$ cat src/hw/rtl/sdt_pkg.sv
// ----------------------------------------------------------------------------
// sdt_pkg
// Shared types, codes and sizes of the socket demultiplexing table.
// ----------------------------------------------------------------------------
`default_nettype none

package sdt_pkg;

    localparam int SDT_TABLE_ENTRIES = 16;
    localparam int SDT_ID_RETRIES    = 17;

    localparam int OP_W     = 2;
    localparam int ADDR_W   = 32;
    localparam int PORT_W   = 16;
    localparam int ID_W     = 16;
    localparam int CSLOT_W  = 4;
    localparam int STATUS_W = 3;
    localparam int SLOT_W   = 4;

    localparam int IN_DATA_W  = 88;
    localparam int IN_USER_W  = 3;
    localparam int OUT_DATA_W = 24;

    localparam logic [OP_W-1:0] OP_OPEN  = 2'd0;
    localparam logic [OP_W-1:0] OP_CLOSE = 2'd1;
    localparam logic [OP_W-1:0] OP_UDP   = 2'd2;
    localparam logic [OP_W-1:0] OP_ICMP  = 2'd3;

    localparam logic [STATUS_W-1:0] STS_OK   = 3'd0;
    localparam logic [STATUS_W-1:0] STS_FULL = 3'd1;
    localparam logic [STATUS_W-1:0] STS_NOID = 3'd2;
    localparam logic [STATUS_W-1:0] STS_DUP  = 3'd3;
    localparam logic [STATUS_W-1:0] STS_DROP = 3'd4;

    localparam logic [ID_W-1:0] MAX_ID = 16'hFFFF;

    typedef struct packed {
        logic [ADDR_W-1:0] remote_addr;
        logic [PORT_W-1:0] local_port;
        logic [PORT_W-1:0] remote_port;
        logic              icmp;
        logic [ID_W-1:0]   id;
    } entry_t;

    typedef struct packed {
        logic tuple_hit;
        logic id_taken;
        logic echo_hit;
    } match_t;

endpackage

`default_nettype wire

$ cat src/hw/rtl/sdt_entry_mem.sv
// ----------------------------------------------------------------------------
// sdt_entry_mem
// Slot store: one write port, one read port with registered read data.
// ----------------------------------------------------------------------------
`default_nettype none

module sdt_entry_mem
    import sdt_pkg::*;
#(
    parameter int DEPTH = SDT_TABLE_ENTRIES,
    parameter int IDX_W = 4
) (
    input  wire logic             aclk,
    input  wire logic             wr_en,
    input  wire logic [IDX_W-1:0] wr_idx,
    input  wire entry_t           wr_data,
    input  wire logic [IDX_W-1:0] rd_idx,
    output entry_t                rd_data
);

    entry_t mem [DEPTH];

    always_ff @(posedge aclk) begin
        if (wr_en) begin
            mem[wr_idx] <= wr_data;
        end
        rd_data <= mem[rd_idx];
    end

endmodule

`default_nettype wire

$ cat src/hw/rtl/sdt_match_unit.sv
// ----------------------------------------------------------------------------
// sdt_match_unit
// Shared compare unit: one stored slot against the lookup key.
// ----------------------------------------------------------------------------
`default_nettype none

module sdt_match_unit
    import sdt_pkg::*;
(
    input  wire entry_t entry,
    input  wire entry_t key,
    output match_t      hit
);

    logic addr_eq;
    logic id_eq;

    assign addr_eq = (entry.remote_addr == key.remote_addr);
    assign id_eq   = entry.icmp && (entry.id == key.id);

    assign hit.tuple_hit = addr_eq && (entry.local_port == key.local_port)
                           && (entry.remote_port == key.remote_port);
    assign hit.id_taken  = id_eq;
    assign hit.echo_hit  = id_eq && addr_eq;

endmodule

`default_nettype wire

$ cat src/hw/rtl/socket_demux_table.sv
// ----------------------------------------------------------------------------
// socket_demux_table
// Bounded socket table with open, close and udp / icmp delivery lookups.
// ----------------------------------------------------------------------------
// delivery and open: one pass of the compare unit over the slot store, one slot read per
// cycle, then the evaluate state and the output state
// icmp open: each further id try adds another pass and evaluate, ID_RETRIES tries max
// close: frees the slot at accept and goes straight to the output state, no pass
// one request at a time, taken in idle only; output state holds while a result beat waits
// reset: all slots free and the id counter at 1 at once, no clearing pass
`default_nettype none

module socket_demux_table
    import sdt_pkg::*;
#(
    parameter int TABLE_ENTRIES = SDT_TABLE_ENTRIES,
    parameter int ID_RETRIES    = SDT_ID_RETRIES
) (
    input  wire logic                  aclk,
    input  wire logic                  aresetn,
    input  wire logic                  s_axis_tvalid,
    output logic                       s_axis_tready,
    // remote_addr, local_port, remote_port, echo_id, close_slot, zero pad
    input  wire logic [IN_DATA_W-1:0]  s_axis_tdata,
    // opcode, is_icmp
    input  wire logic [IN_USER_W-1:0]  s_axis_tuser,
    output logic                       m_axis_tvalid,
    input  wire logic                  m_axis_tready,
    // status, slot, assigned_id, zero pad
    output logic [OUT_DATA_W-1:0]      m_axis_tdata
);

    localparam int IDX_W = (TABLE_ENTRIES > 1) ? $clog2(TABLE_ENTRIES) : 1;
    localparam int CNT_W = $clog2(TABLE_ENTRIES + 1);
    localparam int TRY_W = $clog2(ID_RETRIES + 1);

    typedef enum logic [1:0] {
        S_IDLE,
        S_SCAN,
        S_EVAL,
        S_OUT
    } state_t;

    state_t                   state_reg;
    logic [TABLE_ENTRIES-1:0] valid_reg;
    logic [ID_W-1:0]          next_id_reg;
    logic [ID_W-1:0]          next_id_next;

    logic [OP_W-1:0]   op_reg;
    logic [ADDR_W-1:0] ra_reg;
    logic [PORT_W-1:0] lp_reg;
    logic [PORT_W-1:0] rp_reg;
    logic              icmp_reg;
    logic [ID_W-1:0]   eid_reg;

    logic [CNT_W-1:0]  issue_cnt_reg;
    logic              cmp_live_reg;
    logic [IDX_W-1:0]  cmp_idx_reg;
    logic [TRY_W-1:0]  try_cnt_reg;
    logic [TRY_W-1:0]  try_inc;

    logic              free_found_reg;
    logic [IDX_W-1:0]  free_idx_reg;
    logic              match_found_reg;
    logic [IDX_W-1:0]  match_idx_reg;
    logic              id_hit_reg;

    logic [STATUS_W-1:0] res_status_reg;
    logic [SLOT_W-1:0]   res_slot_reg;
    logic [ID_W-1:0]     res_id_reg;

    logic                  m_valid_reg;
    logic [OUT_DATA_W-1:0] m_data_reg;

    logic              s_accept;
    logic              issue_done;
    logic [IDX_W-1:0]  rd_idx;
    logic              wr_en;
    entry_t            wr_data;
    entry_t            rd_data;
    entry_t            key;
    match_t            hit;
    logic              cur_valid;
    logic              cur_match;
    logic              cur_id_hit;

    logic [OP_W-1:0]    in_opcode;
    logic [ADDR_W-1:0]  in_remote_addr;
    logic [PORT_W-1:0]  in_local_port;
    logic [PORT_W-1:0]  in_remote_port;
    logic               in_is_icmp;
    logic [ID_W-1:0]    in_echo_id;
    logic [CSLOT_W-1:0] in_close_slot;

    assign in_remote_addr = s_axis_tdata[31:0];
    assign in_local_port  = s_axis_tdata[47:32];
    assign in_remote_port = s_axis_tdata[63:48];
    assign in_echo_id     = s_axis_tdata[79:64];
    assign in_close_slot  = s_axis_tdata[83:80];
    assign in_opcode      = s_axis_tuser[1:0];
    assign in_is_icmp     = s_axis_tuser[2];

    assign s_axis_tready = (state_reg == S_IDLE);
    assign s_accept      = s_axis_tvalid && s_axis_tready;
    assign m_axis_tvalid = m_valid_reg;
    assign m_axis_tdata  = m_data_reg;

    assign issue_done = (issue_cnt_reg == CNT_W'(TABLE_ENTRIES));
    assign rd_idx     = issue_done ? '0 : issue_cnt_reg[IDX_W-1:0];
    assign try_inc    = try_cnt_reg + TRY_W'(1);

    // counter runs 1..65535, never 0
    assign next_id_next = (next_id_reg >= MAX_ID || next_id_reg == '0) ? ID_W'(1)
                                                                       : next_id_reg + ID_W'(1);

    assign key.remote_addr = ra_reg;
    assign key.local_port  = lp_reg;
    assign key.remote_port = rp_reg;
    assign key.icmp        = 1'b1;
    assign key.id          = (op_reg == OP_ICMP) ? eid_reg : next_id_reg;

    assign wr_data.remote_addr = ra_reg;
    assign wr_data.local_port  = lp_reg;
    assign wr_data.remote_port = rp_reg;
    assign wr_data.icmp        = icmp_reg;
    assign wr_data.id          = icmp_reg ? next_id_reg : '0;

    assign wr_en = (state_reg == S_EVAL) && (op_reg == OP_OPEN) && free_found_reg
                   && !(icmp_reg && id_hit_reg) && !match_found_reg;

    sdt_entry_mem #(
        .DEPTH (TABLE_ENTRIES),
        .IDX_W (IDX_W)
    ) u_mem (
        .aclk    (aclk),
        .wr_en   (wr_en),
        .wr_idx  (free_idx_reg),
        .wr_data (wr_data),
        .rd_idx  (rd_idx),
        .rd_data (rd_data)
    );

    sdt_match_unit u_match (
        .entry (rd_data),
        .key   (key),
        .hit   (hit)
    );

    assign cur_valid  = valid_reg[cmp_idx_reg];
    assign cur_match  = cur_valid && ((op_reg == OP_ICMP) ? hit.echo_hit : hit.tuple_hit);
    assign cur_id_hit = cur_valid && hit.id_taken;

    always_ff @(posedge aclk) begin
        if (!aresetn) begin
            state_reg    <= S_IDLE;
            valid_reg    <= '0;
            next_id_reg  <= ID_W'(1);
            cmp_live_reg <= 1'b0;
            m_valid_reg  <= 1'b0;
        end else begin
            // the output state loads the result beat itself
            if (m_valid_reg && m_axis_tready && (state_reg != S_OUT)) begin
                m_valid_reg <= 1'b0;
            end

            unique case (state_reg)
                S_IDLE: begin
                    if (s_accept) begin
                        op_reg         <= in_opcode;
                        ra_reg         <= in_remote_addr;
                        lp_reg         <= in_local_port;
                        rp_reg         <= in_remote_port;
                        icmp_reg       <= in_is_icmp;
                        eid_reg        <= in_echo_id;
                        try_cnt_reg    <= '0;
                        issue_cnt_reg  <= '0;
                        cmp_live_reg   <= 1'b0;
                        free_found_reg <= 1'b0;
                        match_found_reg <= 1'b0;
                        id_hit_reg     <= 1'b0;
                        res_status_reg <= STS_OK;
                        res_slot_reg   <= '0;
                        res_id_reg     <= '0;
                        if (in_opcode == OP_CLOSE) begin
                            if (int'(in_close_slot) < TABLE_ENTRIES) begin
                                valid_reg[IDX_W'(in_close_slot)] <= 1'b0;
                            end
                            state_reg <= S_OUT;
                        end else begin
                            state_reg <= S_SCAN;
                        end
                    end
                end

                S_SCAN: begin
                    // read issue runs ahead of the compare, which sees the registered read data
                    if (!issue_done) begin
                        issue_cnt_reg <= issue_cnt_reg + CNT_W'(1);
                        cmp_idx_reg   <= rd_idx;
                        cmp_live_reg  <= 1'b1;
                    end else begin
                        cmp_live_reg  <= 1'b0;
                    end
                    if (cmp_live_reg) begin
                        if (!cur_valid && !free_found_reg) begin
                            free_found_reg <= 1'b1;
                            free_idx_reg   <= cmp_idx_reg;
                        end
                        if (cur_match && !match_found_reg) begin
                            match_found_reg <= 1'b1;
                            match_idx_reg   <= cmp_idx_reg;
                        end
                        if (cur_id_hit) begin
                            id_hit_reg <= 1'b1;
                        end
                        if (cmp_idx_reg == IDX_W'(TABLE_ENTRIES - 1)) begin
                            state_reg <= S_EVAL;
                        end
                    end
                end

                S_EVAL: begin
                    unique case (op_reg) inside
                        OP_OPEN: begin
                            if (!free_found_reg) begin
                                res_status_reg <= STS_FULL;
                                state_reg      <= S_OUT;
                            end else if (icmp_reg && id_hit_reg) begin
                                next_id_reg <= next_id_next;
                                if (try_inc == TRY_W'(ID_RETRIES)) begin
                                    res_status_reg <= STS_NOID;
                                    state_reg      <= S_OUT;
                                end else begin
                                    // another pass with the advanced candidate
                                    try_cnt_reg     <= try_inc;
                                    issue_cnt_reg   <= '0;
                                    cmp_live_reg    <= 1'b0;
                                    free_found_reg  <= 1'b0;
                                    match_found_reg <= 1'b0;
                                    id_hit_reg      <= 1'b0;
                                    state_reg       <= S_SCAN;
                                end
                            end else begin
                                state_reg <= S_OUT;
                                if (icmp_reg) begin
                                    next_id_reg <= next_id_next;
                                end
                                if (match_found_reg) begin
                                    res_status_reg <= STS_DUP;
                                end else begin
                                    valid_reg[free_idx_reg] <= 1'b1;
                                    res_slot_reg <= SLOT_W'(free_idx_reg);
                                    res_id_reg   <= icmp_reg ? next_id_reg : '0;
                                end
                            end
                        end
                        OP_UDP, OP_ICMP: begin
                            state_reg <= S_OUT;
                            if (match_found_reg) begin
                                res_slot_reg <= SLOT_W'(match_idx_reg);
                            end else begin
                                res_status_reg <= STS_DROP;
                            end
                        end
                        default: begin
                            state_reg      <= S_OUT;
                            res_status_reg <= STS_OK;
                        end
                    endcase
                end

                S_OUT: begin
                    if (!m_valid_reg || m_axis_tready) begin
                        m_valid_reg <= 1'b1;
                        m_data_reg  <= {1'b0, res_id_reg, res_slot_reg, res_status_reg};
                        state_reg   <= S_IDLE;
                    end
                end

                default: begin
                    state_reg <= S_IDLE;
                end
            endcase
        end
    end

endmodule

`default_nettype wire
$ cat config.mk
export PLATFORM = sky130hd
export DESIGN_NAME = socket_demux_table
export DESIGN_NICKNAME = d
export VERILOG_FILES = /design/src/hw/rtl/sdt_pkg.sv /design/src/hw/rtl/sdt_entry_mem.sv /design/src/hw/rtl/sdt_match_unit.sv /design/src/hw/rtl/socket_demux_table.sv
export SDC_FILE = /design/constraint.sdc
export NUM_CORES = 2
export LEC_CHECK = 0
export ABC_CLOCK_PERIOD_IN_PS = 10400
export CORE_ASPECT_RATIO = 0.75
export CORE_UTILIZATION = 60
export DETAILED_ROUTE_END_ITERATION = 12
export DONT_BUFFER_PORTS = 1
export PLACE_DENSITY = 0.87
export SETUP_SLACK_MARGIN = 0.3
export SYNTH_ARGS = -nofsm -noshare
export SYNTH_HDL_FRONTEND = slang
export SYNTH_HIERARCHICAL = 1
export SYNTH_SLANG_ARGS = --single-unit
$ cat constraint.sdc
create_clock -name aclk -period 10.4 [get_ports aclk]
set_input_delay 2.08 -clock aclk [delete_from_list [all_inputs] [get_ports aclk]]
set_output_delay 2.08 -clock aclk [all_outputs]
set_load 0.02 [all_outputs]
==> flow_metrics.tcl <==
set metrics [dict create \
    status "finished, final reports clean" \
    finalHoldViolations 0 \
    drv_slew 0 \
    clock_sinks 1567 \
    drc 0 \
    grt_pass1_vias 30200 \
    via_per_inst 6.99 \
    power.total_uw 15800 \
    fin_setup_tns_ns 0 \
    hold_path.startpoint "res_id_reg[13]" \
    grt-ovfl-total 0 \
    initial_core_util_pct 61.0 \
    slew_headroom_pct 16.0 \
    port_buffers 0 \
    rows 98 \
    finalInstanceArea_um2 64700 \
    drive_gt1_share_pct 21.5 \
    coreArea_um2 96000 \
    grt.total_usage_pct 29.6 \
    cp-start-kind "register" \
    rsz0062_at_grt "false" \
    clock_latency_ns 0.78 \
    antenna_found_initial 12 \
    layout.cells.non_filler 4234 \
    ios 121 \
    h-tree-depth 4 \
    die_h_um 273 \
    placed_area_um2 60100 \
    dp.cells 3969 \
    cts_root_buffer "clkbuf_16" \
    setup_viol 0 \
    die-area_um2 99000 \
    grt-busiest-layer "met2" \
    syn_area_um2 58600 \
    dp_hpwl_mm 65.0 \
    hold_path.class "reg2reg" \
    use_met2_pct 48.8 \
    cts_hold_buf 0 \
    end_kind "register" \
    cts_resized 0 \
    final.period_utilization_pct 50.8 \
    ir_drop_v 0.000308 \
    fin_ws_ns 5.12 \
    period_needed_ns 5.28 \
    r2r-start "issue_cnt_reg[0]" \
    wl_mm 144 \
    fin_nets 2917 \
    die_width_um 363 \
    use_met1_pct 38.6 \
    synth_area_per_cell_um2 21.3 \
    clock_path_buffers 3 \
    cts.clk_slew.worst_paths_ns 0.06 \
    cts_setup_buffers 0 \
    dp_worst_setup_slack_ns 5.23 \
    drt_first_pass_iters 10 \
    tightest_slew_ns 1.26 \
    drt_iter0_drc 4292 \
    path_max_fanout 58 \
    grt_pass1_wl_mm 208 \
    tritoncts "built" \
    leakage_uw 0.0203 \
    max_freq_mhz 189 \
    syn_inst 2748 \
    cp.arrival_ns 5.91 \
    cellPowerDensity_nw_per_um2 244 \
    cts_buffers 140 \
    vias 29600 \
    synthesis.nets 2853 \
    crit_start "issue_cnt_reg[0]" \
    wl_per_cell_um 34.1 \
    area_delta_synth_final_pct 10.5 \
    gp_routability_congestion 0.851 \
    final_antenna_net_count 0 \
    maxCapViolCount 0 \
    yosys_warnings 6 \
    required_ns 11.03 \
    grt_start_max_net_pins 176 \
    use_met3_pct 7.09 \
    path_class "reg2reg" \
    largest_register_ffs 1296 \
    finalClockSkew_ns 0.0388 \
    fillers 5343 \
]
-- through the flow --
step                      util, %  hold WS (ns)
final                        67.4         0.404
after global routing         67.4         0.426
after detailed placement     62.6         0.405
after floorplan                 -         0.400
after global placement       62.6         0.405
after CTS                    67.4         0.416
-- critical path, cell delays in order (launching register included) --
cell,delay (ns)
edfxtp_1,0.42
inv_1,0.11
ha_1,0.21
nor4bb_1,0.17
clkbuf_2,0.19
nor2_4,0.84
buf_4,0.94
buf_4,0.99
mux4_2,0.62
a22oi_1,0.28
nand2_1,0.12
-- cell type report --
cell class	count	area [µm²]	area share, %
clock buffers	194	3900	6.02
multi-input cells	1033	12200	18.8
well taps	1300	1630	2.51
diodes	6	15.0	0.0232
clock inverters	64	696	1.07
flip-flops and latches	1567	45900	70.9
inverters	16	60.1	0.0928
repair buffers	54	415	0.642
-- per-layer routing --
metal	vias to the layer above	part of all wire, %	routed length, µm
met4	14	3.4	4900
met1	15100	34	49100
li1	11500	-	-
met3	412	13	18300
met2	2548	50	71900
met5	-	0.066	95
-- report_power, final --
group / switching [µW] / internal [µW]
clock: 2350 / 2900
combinational: 1670 / 1300
sequential: 312 / 7280
total: 4340 / 11500
-- cell usage in the layout, fill, tap and decap left out, types with 6 or more instances in the layout --
master	instances
a21oi_1	18
a22oi_1	162
and2_1	33
and3_1	20
buf_4	52
bufinv_16	10
clkbuf_1	36
clkbuf_16	141
clkbuf_8	17
clkinv_1	22
clkinv_2	16
dfxtp_1	117
diode_2	6
edfxtp_1	1450
ha_1	10
inv_1	16
mux2_2	17
mux2i_1	8
mux4_2	325
nand2_1	115
nand2b_1	6
nand3_1	23
nand4_1	16
nor2_1	38
nor2_4	15
nor2b_1	9
nor3_1	8
nor4_1	24
o21ai_0	26
xnor2_1	7
xor2_1	90
-- path summary, 6_finish.rpt --
path / to / slack (ns) / cells after the start
setup / recovery: u_mem/rd_data[65] / 5.12 / 10
hold / removal: m_axis_tdata[20] / 0.40 / 0
setup reg to reg: u_mem/rd_data[65] / 5.12 / 10
hold reg to reg: m_axis_tdata[20] / 0.40 / 0
Note: power is estimated with default switching activity, not from simulation.
